$ cat src/design/gha_pkg.sv
// Shared types and codes of the generational handle allocator.
`timescale 1ns / 1ps
package gha_pkg;

  localparam int CMD_W    = 2;
  localparam int STATUS_W = 2;

  localparam logic [CMD_W-1:0] CMD_ALLOC  = 2'd0;
  localparam logic [CMD_W-1:0] CMD_FREE   = 2'd1;
  localparam logic [CMD_W-1:0] CMD_LOOKUP = 2'd2;

  localparam logic [STATUS_W-1:0] ST_OK        = 2'd0;
  localparam logic [STATUS_W-1:0] ST_EXHAUSTED = 2'd1;
  localparam logic [STATUS_W-1:0] ST_STALE     = 2'd2;
  localparam logic [STATUS_W-1:0] ST_BUSY      = 2'd3;

  typedef enum logic [0:0] {
    S_IDLE,
    S_EXEC
  } state_t;

  typedef struct packed {
    logic load;
    logic exec;
  } gha_cmd_t;

endpackage

$ cat src/design/gha_req_if.sv
// Request channel: command and handle toward the allocator.
`timescale 1ns / 1ps
interface gha_req_if #(
  parameter int SLOT_W = 6,
  parameter int GEN_W  = 16
);
  import gha_pkg::*;

  logic                valid;
  logic                ready;
  logic [CMD_W-1:0]    cmd;
  logic [SLOT_W-1:0]   handle_slot;
  logic [GEN_W-1:0]    handle_generation;
  logic                in_use;

  modport source (output valid, cmd, handle_slot, handle_generation, in_use, input ready);
  modport sink   (input valid, cmd, handle_slot, handle_generation, in_use, output ready);
endinterface

$ cat src/design/gha_rsp_if.sv
// Response channel: status and handle from the allocator.
`timescale 1ns / 1ps
interface gha_rsp_if #(
  parameter int SLOT_W = 6,
  parameter int GEN_W  = 16
);
  import gha_pkg::*;

  logic                valid;
  logic                ready;
  logic [STATUS_W-1:0] status;
  logic [SLOT_W-1:0]   out_slot;
  logic [GEN_W-1:0]    out_generation;

  modport source (output valid, status, out_slot, out_generation, input ready);
  modport sink   (input valid, status, out_slot, out_generation, output ready);
endinterface

$ cat src/design/generational_handle_allocator.sv
// Top level of the generational handle allocator.
//
//   channel   direction  handshake     payload
//   in_req    input      valid/ready   cmd, handle_slot, handle_generation, in_use
//   out_rsp   output     valid/ready   status, out_slot, out_generation
//
// Each item reads the generation table and the free stack into registers, then,
// once the output is free, decides, writes both memories and loads the result.
// Both memories have a single port, so a new item is taken only after the
// previous one has written back. Reset clears the sequencer, the stack depth and
// the used-slot count; table entries above the used-slot count are never used.
// A stalled result holds in the output register while the next item is read in.
`timescale 1ns / 1ps
module generational_handle_allocator #(
  parameter int SLOTS    = 64,
  parameter int GEN_BITS = 16
) (
  input logic       clk,
  input logic       rst_n,
  gha_req_if.sink   in_req,
  gha_rsp_if.source out_rsp
);
  import gha_pkg::*;

  gha_cmd_t ctrl_cmd;

  gha_ctrl u_ctrl (
    .clk       (clk),
    .rst_n     (rst_n),
    .in_valid  (in_req.valid),
    .in_ready  (in_req.ready),
    .out_valid (out_rsp.valid),
    .out_ready (out_rsp.ready),
    .cmd       (ctrl_cmd)
  );

  gha_dpath #(
    .SLOTS    (SLOTS),
    .GEN_BITS (GEN_BITS)
  ) u_dpath (
    .clk                  (clk),
    .rst_n                (rst_n),
    .cmd                  (ctrl_cmd),
    .in_cmd               (in_req.cmd),
    .in_handle_slot       (in_req.handle_slot),
    .in_handle_generation (in_req.handle_generation),
    .in_in_use            (in_req.in_use),
    .out_status           (out_rsp.status),
    .out_slot             (out_rsp.out_slot),
    .out_generation       (out_rsp.out_generation)
  );

  a_one_item_in_flight: assert property (@(posedge clk) disable iff (!rst_n)
    (in_req.valid && in_req.ready) |=> !in_req.ready)
    else $error("item accepted while previous item still executing");

  a_exec_sets_valid: assert property (@(posedge clk) disable iff (!rst_n)
    ctrl_cmd.exec |=> out_rsp.valid)
    else $error("executed item produced no result");

  a_load_exec_exclusive: assert property (@(posedge clk) disable iff (!rst_n)
    !(ctrl_cmd.load && ctrl_cmd.exec))
    else $error("load and execute issued together");

  a_valid_rise_from_exec: assert property (@(posedge clk) disable iff (!rst_n)
    $rose(out_rsp.valid) |-> $past(ctrl_cmd.exec))
    else $error("result valid without execution");

endmodule

$ cat src/design/gha_ctrl.sv
// Controller: two-state sequencer and result-valid flag.
`timescale 1ns / 1ps
module gha_ctrl (
  input  logic              clk,
  input  logic              rst_n,
  input  logic              in_valid,
  output logic              in_ready,
  output logic              out_valid,
  input  logic              out_ready,
  output gha_pkg::gha_cmd_t cmd
);
  import gha_pkg::*;

  state_t state_r, state_nxt;
  logic   out_valid_r, out_valid_nxt;

  always_comb begin
    state_nxt = state_r;
    unique case (state_r)
      S_IDLE: begin
        if (in_valid) state_nxt = S_EXEC;
      end
      S_EXEC: begin
        if (!out_valid_r || out_ready) state_nxt = S_IDLE;
      end
      default: state_nxt = S_IDLE;
    endcase
  end

  always_comb begin
    in_ready = 1'b0;
    cmd      = '0;
    unique case (state_r)
      S_IDLE: begin
        in_ready = 1'b1;
        cmd.load = in_valid;
      end
      S_EXEC: begin
        cmd.exec = !out_valid_r || out_ready;
      end
      default: in_ready = 1'b0;
    endcase
  end

  always_comb begin
    out_valid_nxt = out_valid_r;
    if (cmd.exec) begin
      out_valid_nxt = 1'b1;
    end else if (out_ready) begin
      out_valid_nxt = 1'b0;
    end
  end

  always_ff @(posedge clk) begin
    if (!rst_n) begin
      state_r     <= S_IDLE;
      out_valid_r <= 1'b0;
    end else begin
      state_r     <= state_nxt;
      out_valid_r <= out_valid_nxt;
    end
  end

  assign out_valid = out_valid_r;

endmodule

$ cat src/design/gha_dpath.sv
// Datapath: generation table, free stack, counters and result register.
`timescale 1ns / 1ps
module gha_dpath #(
  parameter int   SLOTS    = 64,
  parameter int   GEN_BITS = 16,
  localparam int  SLOT_W   = $clog2(SLOTS)
) (
  input  logic                            clk,
  input  logic                            rst_n,
  input  gha_pkg::gha_cmd_t               cmd,
  input  logic [gha_pkg::CMD_W-1:0]       in_cmd,
  input  logic [SLOT_W-1:0]               in_handle_slot,
  input  logic [GEN_BITS-1:0]             in_handle_generation,
  input  logic                            in_in_use,
  output logic [gha_pkg::STATUS_W-1:0]    out_status,
  output logic [SLOT_W-1:0]               out_slot,
  output logic [GEN_BITS-1:0]             out_generation
);
  import gha_pkg::*;

  localparam int CNT_W = SLOT_W + 1;
  localparam int ENT_W = GEN_BITS + 1;
  localparam int STK_W = SLOT_W + GEN_BITS;

  // generation table entry: {occupied, generation}; stack entry: {slot, generation}
  logic [ENT_W-1:0] gen_mem [SLOTS];
  logic [STK_W-1:0] stk_mem [SLOTS];

  logic [ENT_W-1:0]    gen_rd_r;
  logic [STK_W-1:0]    stk_rd_r;
  logic [CMD_W-1:0]    req_cmd_r;
  logic [SLOT_W-1:0]   req_slot_r;
  logic [GEN_BITS-1:0] req_gen_r;
  logic                req_busy_r;

  logic [CNT_W-1:0] free_cnt_r, free_cnt_nxt;
  logic [CNT_W-1:0] hw_r, hw_nxt;

  logic [STATUS_W-1:0] status_r, status_nxt;
  logic [SLOT_W-1:0]   slot_r, slot_nxt;
  logic [GEN_BITS-1:0] gen_r, gen_nxt;

  logic                gen_we;
  logic [SLOT_W-1:0]   gen_wa;
  logic [ENT_W-1:0]    gen_wd;
  logic                stk_we;
  logic [STK_W-1:0]    stk_wd;
  logic [SLOT_W-1:0]   stk_ra;

  logic                cur;
  logic [GEN_BITS-1:0] gen_inc;
  logic [GEN_BITS-1:0] gen_new;

  assign stk_ra = SLOT_W'(free_cnt_r - CNT_W'(1));

  always_ff @(posedge clk) begin
    if (cmd.load) begin
      gen_rd_r   <= gen_mem[in_handle_slot];
      stk_rd_r   <= stk_mem[stk_ra];
      req_cmd_r  <= in_cmd;
      req_slot_r <= in_handle_slot;
      req_gen_r  <= in_handle_generation;
      req_busy_r <= in_in_use;
    end
  end

  always_ff @(posedge clk) begin
    if (gen_we) gen_mem[gen_wa] <= gen_wd;
    if (stk_we) stk_mem[free_cnt_r[SLOT_W-1:0]] <= stk_wd;
  end

  assign cur = (req_gen_r != '0) && ({1'b0, req_slot_r} < hw_r) &&
               gen_rd_r[GEN_BITS] && (gen_rd_r[GEN_BITS-1:0] == req_gen_r);

  assign gen_inc = gen_rd_r[GEN_BITS-1:0] + GEN_BITS'(1);
  assign gen_new = (gen_inc == '0) ? GEN_BITS'(1) : gen_inc;

  always_comb begin
    free_cnt_nxt = free_cnt_r;
    hw_nxt       = hw_r;
    status_nxt   = ST_OK;
    slot_nxt     = req_slot_r;
    gen_nxt      = req_gen_r;
    gen_we       = 1'b0;
    gen_wa       = req_slot_r;
    gen_wd       = {1'b0, gen_new};
    stk_we       = 1'b0;
    stk_wd       = {req_slot_r, gen_new};
    unique case (req_cmd_r)
      CMD_ALLOC: begin
        priority if (free_cnt_r != '0) begin
          free_cnt_nxt = free_cnt_r - CNT_W'(1);
          slot_nxt     = stk_rd_r[STK_W-1:GEN_BITS];
          gen_nxt      = stk_rd_r[GEN_BITS-1:0];
          gen_we       = 1'b1;
          gen_wa       = stk_rd_r[STK_W-1:GEN_BITS];
          gen_wd       = {1'b1, stk_rd_r[GEN_BITS-1:0]};
        end else if (hw_r == CNT_W'(SLOTS)) begin
          status_nxt = ST_EXHAUSTED;
          slot_nxt   = '0;
          gen_nxt    = '0;
        end else begin
          hw_nxt   = hw_r + CNT_W'(1);
          slot_nxt = hw_r[SLOT_W-1:0];
          gen_nxt  = GEN_BITS'(1);
          gen_we   = 1'b1;
          gen_wa   = hw_r[SLOT_W-1:0];
          gen_wd   = {1'b1, GEN_BITS'(1)};
        end
      end
      CMD_FREE: begin
        priority if (!cur) begin
          status_nxt = ST_STALE;
        end else if (req_busy_r) begin
          status_nxt = ST_BUSY;
        end else begin
          gen_we = 1'b1;
          if (free_cnt_r < CNT_W'(SLOTS)) begin
            stk_we       = 1'b1;
            free_cnt_nxt = free_cnt_r + CNT_W'(1);
          end
        end
      end
      CMD_LOOKUP: status_nxt = cur ? ST_OK : ST_STALE;
      default:    status_nxt = cur ? ST_OK : ST_STALE;
    endcase
    gen_we = gen_we && cmd.exec;
    stk_we = stk_we && cmd.exec;
  end

  always_ff @(posedge clk) begin
    if (!rst_n) begin
      free_cnt_r <= '0;
      hw_r       <= '0;
    end else if (cmd.exec) begin
      free_cnt_r <= free_cnt_nxt;
      hw_r       <= hw_nxt;
    end
  end

  always_ff @(posedge clk) begin
    if (cmd.exec) begin
      status_r <= status_nxt;
      slot_r   <= slot_nxt;
      gen_r    <= gen_nxt;
    end
  end

  assign out_status     = status_r;
  assign out_slot       = slot_r;
  assign out_generation = gen_r;

endmodule
$ cat src/flat_wrapper.sv
// flat-port wrapper written by rule: the top's interface ports become plain ports
module generational_handle_allocator_flat import gha_pkg::*;
#(
  parameter int SLOTS    = 64,
  parameter int GEN_BITS = 16
)
  (clk, rst_n, in_req_valid, in_req_cmd, in_req_handle_slot, in_req_handle_generation, in_req_in_use, in_req_ready, out_rsp_valid, out_rsp_status, out_rsp_out_slot, out_rsp_out_generation, out_rsp_ready);
  gha_req_if in_req_i ();
  gha_rsp_if out_rsp_i ();
  input logic clk;
  input logic rst_n;
  input wire logic [$bits(in_req_i.valid)-1:0] in_req_valid;
  input wire logic [$bits(in_req_i.cmd)-1:0] in_req_cmd;
  input wire logic [$bits(in_req_i.handle_slot)-1:0] in_req_handle_slot;
  input wire logic [$bits(in_req_i.handle_generation)-1:0] in_req_handle_generation;
  input wire logic [$bits(in_req_i.in_use)-1:0] in_req_in_use;
  output wire logic [$bits(in_req_i.ready)-1:0] in_req_ready;
  output wire logic [$bits(out_rsp_i.valid)-1:0] out_rsp_valid;
  output wire logic [$bits(out_rsp_i.status)-1:0] out_rsp_status;
  output wire logic [$bits(out_rsp_i.out_slot)-1:0] out_rsp_out_slot;
  output wire logic [$bits(out_rsp_i.out_generation)-1:0] out_rsp_out_generation;
  input wire logic [$bits(out_rsp_i.ready)-1:0] out_rsp_ready;
  assign in_req_i.valid = in_req_valid;
  assign in_req_i.cmd = in_req_cmd;
  assign in_req_i.handle_slot = in_req_handle_slot;
  assign in_req_i.handle_generation = in_req_handle_generation;
  assign in_req_i.in_use = in_req_in_use;
  assign in_req_ready = in_req_i.ready;
  assign out_rsp_valid = out_rsp_i.valid;
  assign out_rsp_status = out_rsp_i.status;
  assign out_rsp_out_slot = out_rsp_i.out_slot;
  assign out_rsp_out_generation = out_rsp_i.out_generation;
  assign out_rsp_i.ready = out_rsp_ready;
  generational_handle_allocator #(.SLOTS(SLOTS), .GEN_BITS(GEN_BITS)) u_core (.clk(clk), .rst_n(rst_n), .in_req(in_req_i), .out_rsp(out_rsp_i));
endmodule
$ cat config.mk
export PLATFORM = sky130hd
export DESIGN_NAME = generational_handle_allocator_flat
export DESIGN_NICKNAME = d
export VERILOG_FILES = /design/src/design/gha_pkg.sv /design/src/design/gha_req_if.sv /design/src/design/gha_rsp_if.sv /design/src/design/generational_handle_allocator.sv /design/src/design/gha_ctrl.sv /design/src/design/gha_dpath.sv /design/src/flat_wrapper.sv
export SDC_FILE = /design/constraint.sdc
export NUM_CORES = 2
export LEC_CHECK = 0
export ABC_CLOCK_PERIOD_IN_PS = 15200
export BUFFER_PORTS_ARGS = -buffer_cell sky130_fd_sc_hd__buf_2
export CAP_MARGIN = 20
export CORE_MARGIN = 1
export CORE_UTILIZATION = 47
export CTS_BUF_LIST = sky130_fd_sc_hd__clkbuf_8 sky130_fd_sc_hd__clkbuf_16
export DETAILED_ROUTE_END_ITERATION = 10
export PLACE_DENSITY_LB_ADDON = 0.3
export SLEW_MARGIN = 25
export SYNTH_ARGS = -nofsm -noshare
export SYNTH_HDL_FRONTEND = slang
export SYNTH_SLANG_ARGS = --single-unit
$ cat constraint.sdc
create_clock -name clk -period 15.2 [get_ports clk]
set_clock_uncertainty 0.2 [all_clocks]
set_input_delay 0.76 -clock clk [delete_from_list [all_inputs] [get_ports clk]]
set_output_delay 0.76 -clock clk [all_outputs]
set_load 0.05 [all_outputs]
==> results.py <==
metrics = {
    "outcome": {
        "outcome": "complete, no violations",
    },
    "synthesis": {
        "synth-async-reset-ratio_pct": 0,
        "synth_enable_flop_cells": 2584,
        "distinct_cell_type_count_of_the_synthesized_netlist": 73,
        "synth.yosys.seq_area_share_pct": 77.3,
        "netlist_area_sq_mm": 0.101,
        "number_of_synthesis_warnings": 0,
        "syn-num-nets": 4423,
        "syn-instance-count": 4384,
        "syn_avg_cell_area_sq_um": 23.0,
        "postSynthRegisterBits": 2600,
        "synth-main-ff-cell": "sky130_fd_sc_hd__edfxtp_1",
    },
    "setup_path": {
        "critical_path.cell_chain": "buf_12 -> buf_4 -> buf_4 -> mux4_2 -> mux4_2 -> mux2i_1 -> o22ai_1",
        "critPathKind": "reg -> reg",
        "critical_path.max_fanout": 109,
        "cp-end-kind": "flop",
        "reg2reg_to": "u_core.u_dpath.stk_rd_r[0]",
        "worst-r2r-setup-slack_ns": 9.59,
        "startpoint_type": "flop",
        "cp_slowest_cell": "sky130_fd_sc_hd__buf_4",
        "worstRegToRegCells": 7,
        "worst_path_max_stage_delay_ns": 0.81,
        "crit_arrival_ns": 5.98,
        "crit_required_ns": 15.58,
        "rr_startpoint": "u_core.u_dpath.free_cnt_r[0]",
    },
    "timing": {
        "fin_tns_setup_ns": 0,
        "setup_violations": 0,
        "maxSlewHeadroom_pct": 21.6,
        "hold_viol": 0,
        "fmaxAchievable_ghz": 0.178,
        "layout_worst_path_cycle_share_pct": 36.9,
        "final-max-slew-violation-count": 0,
        "rsz0062_at_grt": "no",
        "worstMarginPinSlew_ns": 1.18,
        "period_needed_ns": 5.61,
    },
    "pwr": {
        "cell_pwr_density_mw_per_mm2": 133,
        "irDropWorstVdd_mv": 0.134,
        "leakage_nw": 34.7,
    },
    "drt": {
        "routed_wl_um": 246000,
        "post_drt_wl_per_cell_um": 32.1,
        "drc": 0,
        "num_vias": 47500,
        "post_drt_via_cell_ratio": 6.21,
        "drt.antenna.violating_nets": 0,
        "detailedRoute.firstPassIterationCount": 5,
        "first_iter_violations": 6002,
    },
    "grt": {
        "global_route.overflow_total": 0,
        "grt_pass1_vias": 47000,
        "antenna_found_initial": 7,
        "gr-usage-all-layers_pct": 22.6,
        "grt_pass1_wl_um": 349000,
        "grt_max_degree": 129,
    },
    "cts": {
        "tritoncts_num_sinks": 2600,
        "cts.reportedPaths.clkPinSlew_ns": 0.07,
        "cts_repair_resizes": 0,
        "cts_tree": "built",
        "cts_inserted_buffers": 239,
        "cts_root_buffer": "sky130_fd_sc_hd__clkbuf_16",
        "cts.htree.levels": 4,
        "cts.path.max_buffers": 3,
        "clkLatencyLatePin_ns": 0.87,
    },
    "floorplanning": {
        "die_height_um": 465,
        "floorplan.rows": 169,
        "fp.dieW_um": 465,
        "core_area_sq_mm": 0.213,
        "fp.dieArea_sq_mm": 0.216,
        "initial_core_util_pct": 47.4,
        "io_pins": 55,
    },
    "cells_and_area": {
        "syn_to_final_growth_pct": 12.6,
        "post-route-util_pct": 53.4,
        "num-nets-final": 4651,
        "layout-drive-gt1-share_pct": 31.3,
    },
    "worst_hold_path": {
        "hold_end": "u_core.u_dpath.req_slot_r[3]",
        "timing.hold.worst.start": "in_req_handle_slot[3]",
        "hold_class": "in -> reg",
        "hold_critical_path_depth": 1,
    },
    "placed_design": {
        "final_weighted_congestion_in_routability_driven_placement": 0.862,
        "placement.io_buffers": 54,
        "dp_hpwl_um": 137000,
    },
    "flow_run": {
        "max_cap_violations": 0,
    },
}
==> area by class of cell <==
class                           instances  area (sq um)
Fill cell                           16100         99200
Sequential cell                      2600         77900
Multi-Input combinational cell       1523         22700
Clock buffer                          239          5980
Tap cell                             2821          3530
Timing Repair Buffer                  230          1780
Clock inverter                        203          1520
Inverter                               18          70.1
Antenna cell                            8          20.0
==> synth_stat cells (4+ instances only) <==
master	n	area [sq um]
sky130_fd_sc_hd__buf_4	4	30.0
sky130_fd_sc_hd__xnor2_1	36	315
sky130_fd_sc_hd__inv_1	17	63.8
sky130_fd_sc_hd__o21ai_0	39	195
sky130_fd_sc_hd__nor2b_1	17	106
sky130_fd_sc_hd__and3_1	4	25.0
sky130_fd_sc_hd__o22ai_1	20	125
sky130_fd_sc_hd__ha_1	10	125
sky130_fd_sc_hd__a22oi_1	14	105
sky130_fd_sc_hd__nand2b_1	7	43.8
sky130_fd_sc_hd__buf_2	39	195
sky130_fd_sc_hd__a21boi_0	7	52.6
sky130_fd_sc_hd__a21oi_1	13	65.1
sky130_fd_sc_hd__and2_1	10	62.6
sky130_fd_sc_hd__a21o_1	5	37.5
sky130_fd_sc_hd__buf_1	56	210
sky130_fd_sc_hd__nand2_1	84	315
sky130_fd_sc_hd__nor3_1	37	185
sky130_fd_sc_hd__o2111ai_1	15	131
sky130_fd_sc_hd__nand4_1	20	125
sky130_fd_sc_hd__nor4_1	9	56.3
sky130_fd_sc_hd__o22a_1	5	43.8
sky130_fd_sc_hd__o211ai_2	7	87.6
sky130_fd_sc_hd__or4_1	9	67.6
sky130_fd_sc_hd__xor2_1	7	61.3
sky130_fd_sc_hd__mux2_2	40	450
sky130_fd_sc_hd__nor4b_2	4	60.1
sky130_fd_sc_hd__edfxtp_1	2584	77600
sky130_fd_sc_hd__a211oi_1	16	120
sky130_fd_sc_hd__nand3_1	31	155
sky130_fd_sc_hd__nand3b_4	4	80.1
sky130_fd_sc_hd__mux2i_1	79	791
sky130_fd_sc_hd__nand3b_1	5	37.5
sky130_fd_sc_hd__dfxtp_1	16	320
sky130_fd_sc_hd__o221ai_1	19	166
sky130_fd_sc_hd__nor2_1	140	526
sky130_fd_sc_hd__clkbuf_1	142	533
sky130_fd_sc_hd__or2_2	5	31.3
sky130_fd_sc_hd__a22o_1	24	210
sky130_fd_sc_hd__mux4_2	731	16500
sky130_fd_sc_hd__or3_1	5	31.3
==> what timing repair did <==
action | CTS | global route
hold endpoints to repair | 20 | 0
hold buffers | 20 | 0
buffers inserted | 0 | 0
==> kinds of logic after synthesis <==
kind of cell / share of synthesized area (%)
flip-flops: 77.3
AND/OR/NAND/NOR: 2.09
multiplexers: 17.6
AO/OA/AOI/OAI: 1.55
XOR/XNOR: 0.373
buffers and inverters: 1.05
adder cells (fa/ha/maj): 0.124
==> sequential cells by signal, indices dropped and copies added (netlist names), 7 cells and up <==
name                           flops
u_core.u_dpath.req_gen_r          16
u_core.u_dpath.free_cnt_r          7
u_core.u_dpath.hw_r                7
u_core.u_dpath.stk_mem          1408
u_core.u_dpath.gen_mem          1088
u_core.u_dpath.out_generation     16
u_core.u_dpath.gen_rd_r           17
u_core.u_dpath.stk_rd_r           22
==> placed cells by master (no fill, tap or decap), types with 18 or more instances in the layout <==
cell / n
sky130_fd_sc_hd__nand4_1: 20
sky130_fd_sc_hd__nor2_2: 50
sky130_fd_sc_hd__nand3_1: 29
sky130_fd_sc_hd__nor2_1: 52
sky130_fd_sc_hd__buf_2: 50
sky130_fd_sc_hd__edfxtp_1: 2584
sky130_fd_sc_hd__mux4_2: 731
sky130_fd_sc_hd__buf_4: 148
sky130_fd_sc_hd__o21ai_0: 36
sky130_fd_sc_hd__dlygate4sd3_1: 20
sky130_fd_sc_hd__nand2_1: 82
sky130_fd_sc_hd__nor2_4: 38
sky130_fd_sc_hd__clkinv_2: 55
sky130_fd_sc_hd__nor3_2: 30
sky130_fd_sc_hd__inv_1: 63
sky130_fd_sc_hd__o221ai_1: 18
sky130_fd_sc_hd__xnor2_1: 24
sky130_fd_sc_hd__mux2_2: 40
sky130_fd_sc_hd__o22ai_1: 20
sky130_fd_sc_hd__mux2i_1: 79
sky130_fd_sc_hd__clkinv_1: 62
sky130_fd_sc_hd__clkbuf_16: 239
==> layer usage <==
metal | wire [um] | global-route usage, % | part of all wire, %
met1 | 97500 | 31.8 | 40
met2 | 121000 | 36.5 | 49
met4 | 7320 | 6.61 | 3.0
met5 | 13 | 0 | 0.0053
met3 | 19500 | 3.89 | 7.9
==> worst max-delay path by stage <==
stage	to	from	slack (ns)	cells after the start
after floorplan	u_core.u_dpath.gen_mem[0][10]	u_core.u_dpath.free_cnt_r[0]	8.85	13
after global placement	u_core.u_dpath.stk_rd_r[0]	u_core.u_dpath.free_cnt_r[0]	9.48	7
after detailed placement	u_core.u_dpath.stk_rd_r[0]	u_core.u_dpath.free_cnt_r[0]	9.52	7
after CTS	u_core.u_dpath.stk_rd_r[0]	u_core.u_dpath.free_cnt_r[0]	9.51	7
after global routing	u_core.u_dpath.stk_rd_r[0]	u_core.u_dpath.free_cnt_r[0]	9.31	7
final	u_core.u_dpath.stk_rd_r[0]	u_core.u_dpath.free_cnt_r[0]	9.59	7
==> critical path, delay by kind of cell (launching register included) <==
kind	cells	cell delay [ns]
multiplexers	3	1.63
AO/OA/AOI/OAI	1	0.23
flip-flops	1	0.74
buffers and inverters	3	2.15
==> power breakdown <==
part / internal (W) / leakage (nW) / switching (W)
Sequential: 0.00807 / 23.5 / 0.0000695
Clock: 0.00314 / 3.87 / 0.00262
Combinational: 0.000398 / 7.38 / 0.000829
==> through the flow <==
step                      power, W  cells  worst slack (ns)  hold WS [ns]  area [sq um]
after global placement     0.00949   7168              9.48         0.331        106000
after CTS                   0.0152   7631              9.51        0.0671        113000
after floorplan            0.00896   4384              8.85         0.289        101000
final                       0.0151   7642              9.59         0.136        114000
after global routing        0.0155   7636              9.31        0.0849        114000
after detailed placement   0.00952   7169              9.52         0.381        106000
No activity file was read; power rests on OpenSTA's default activity.
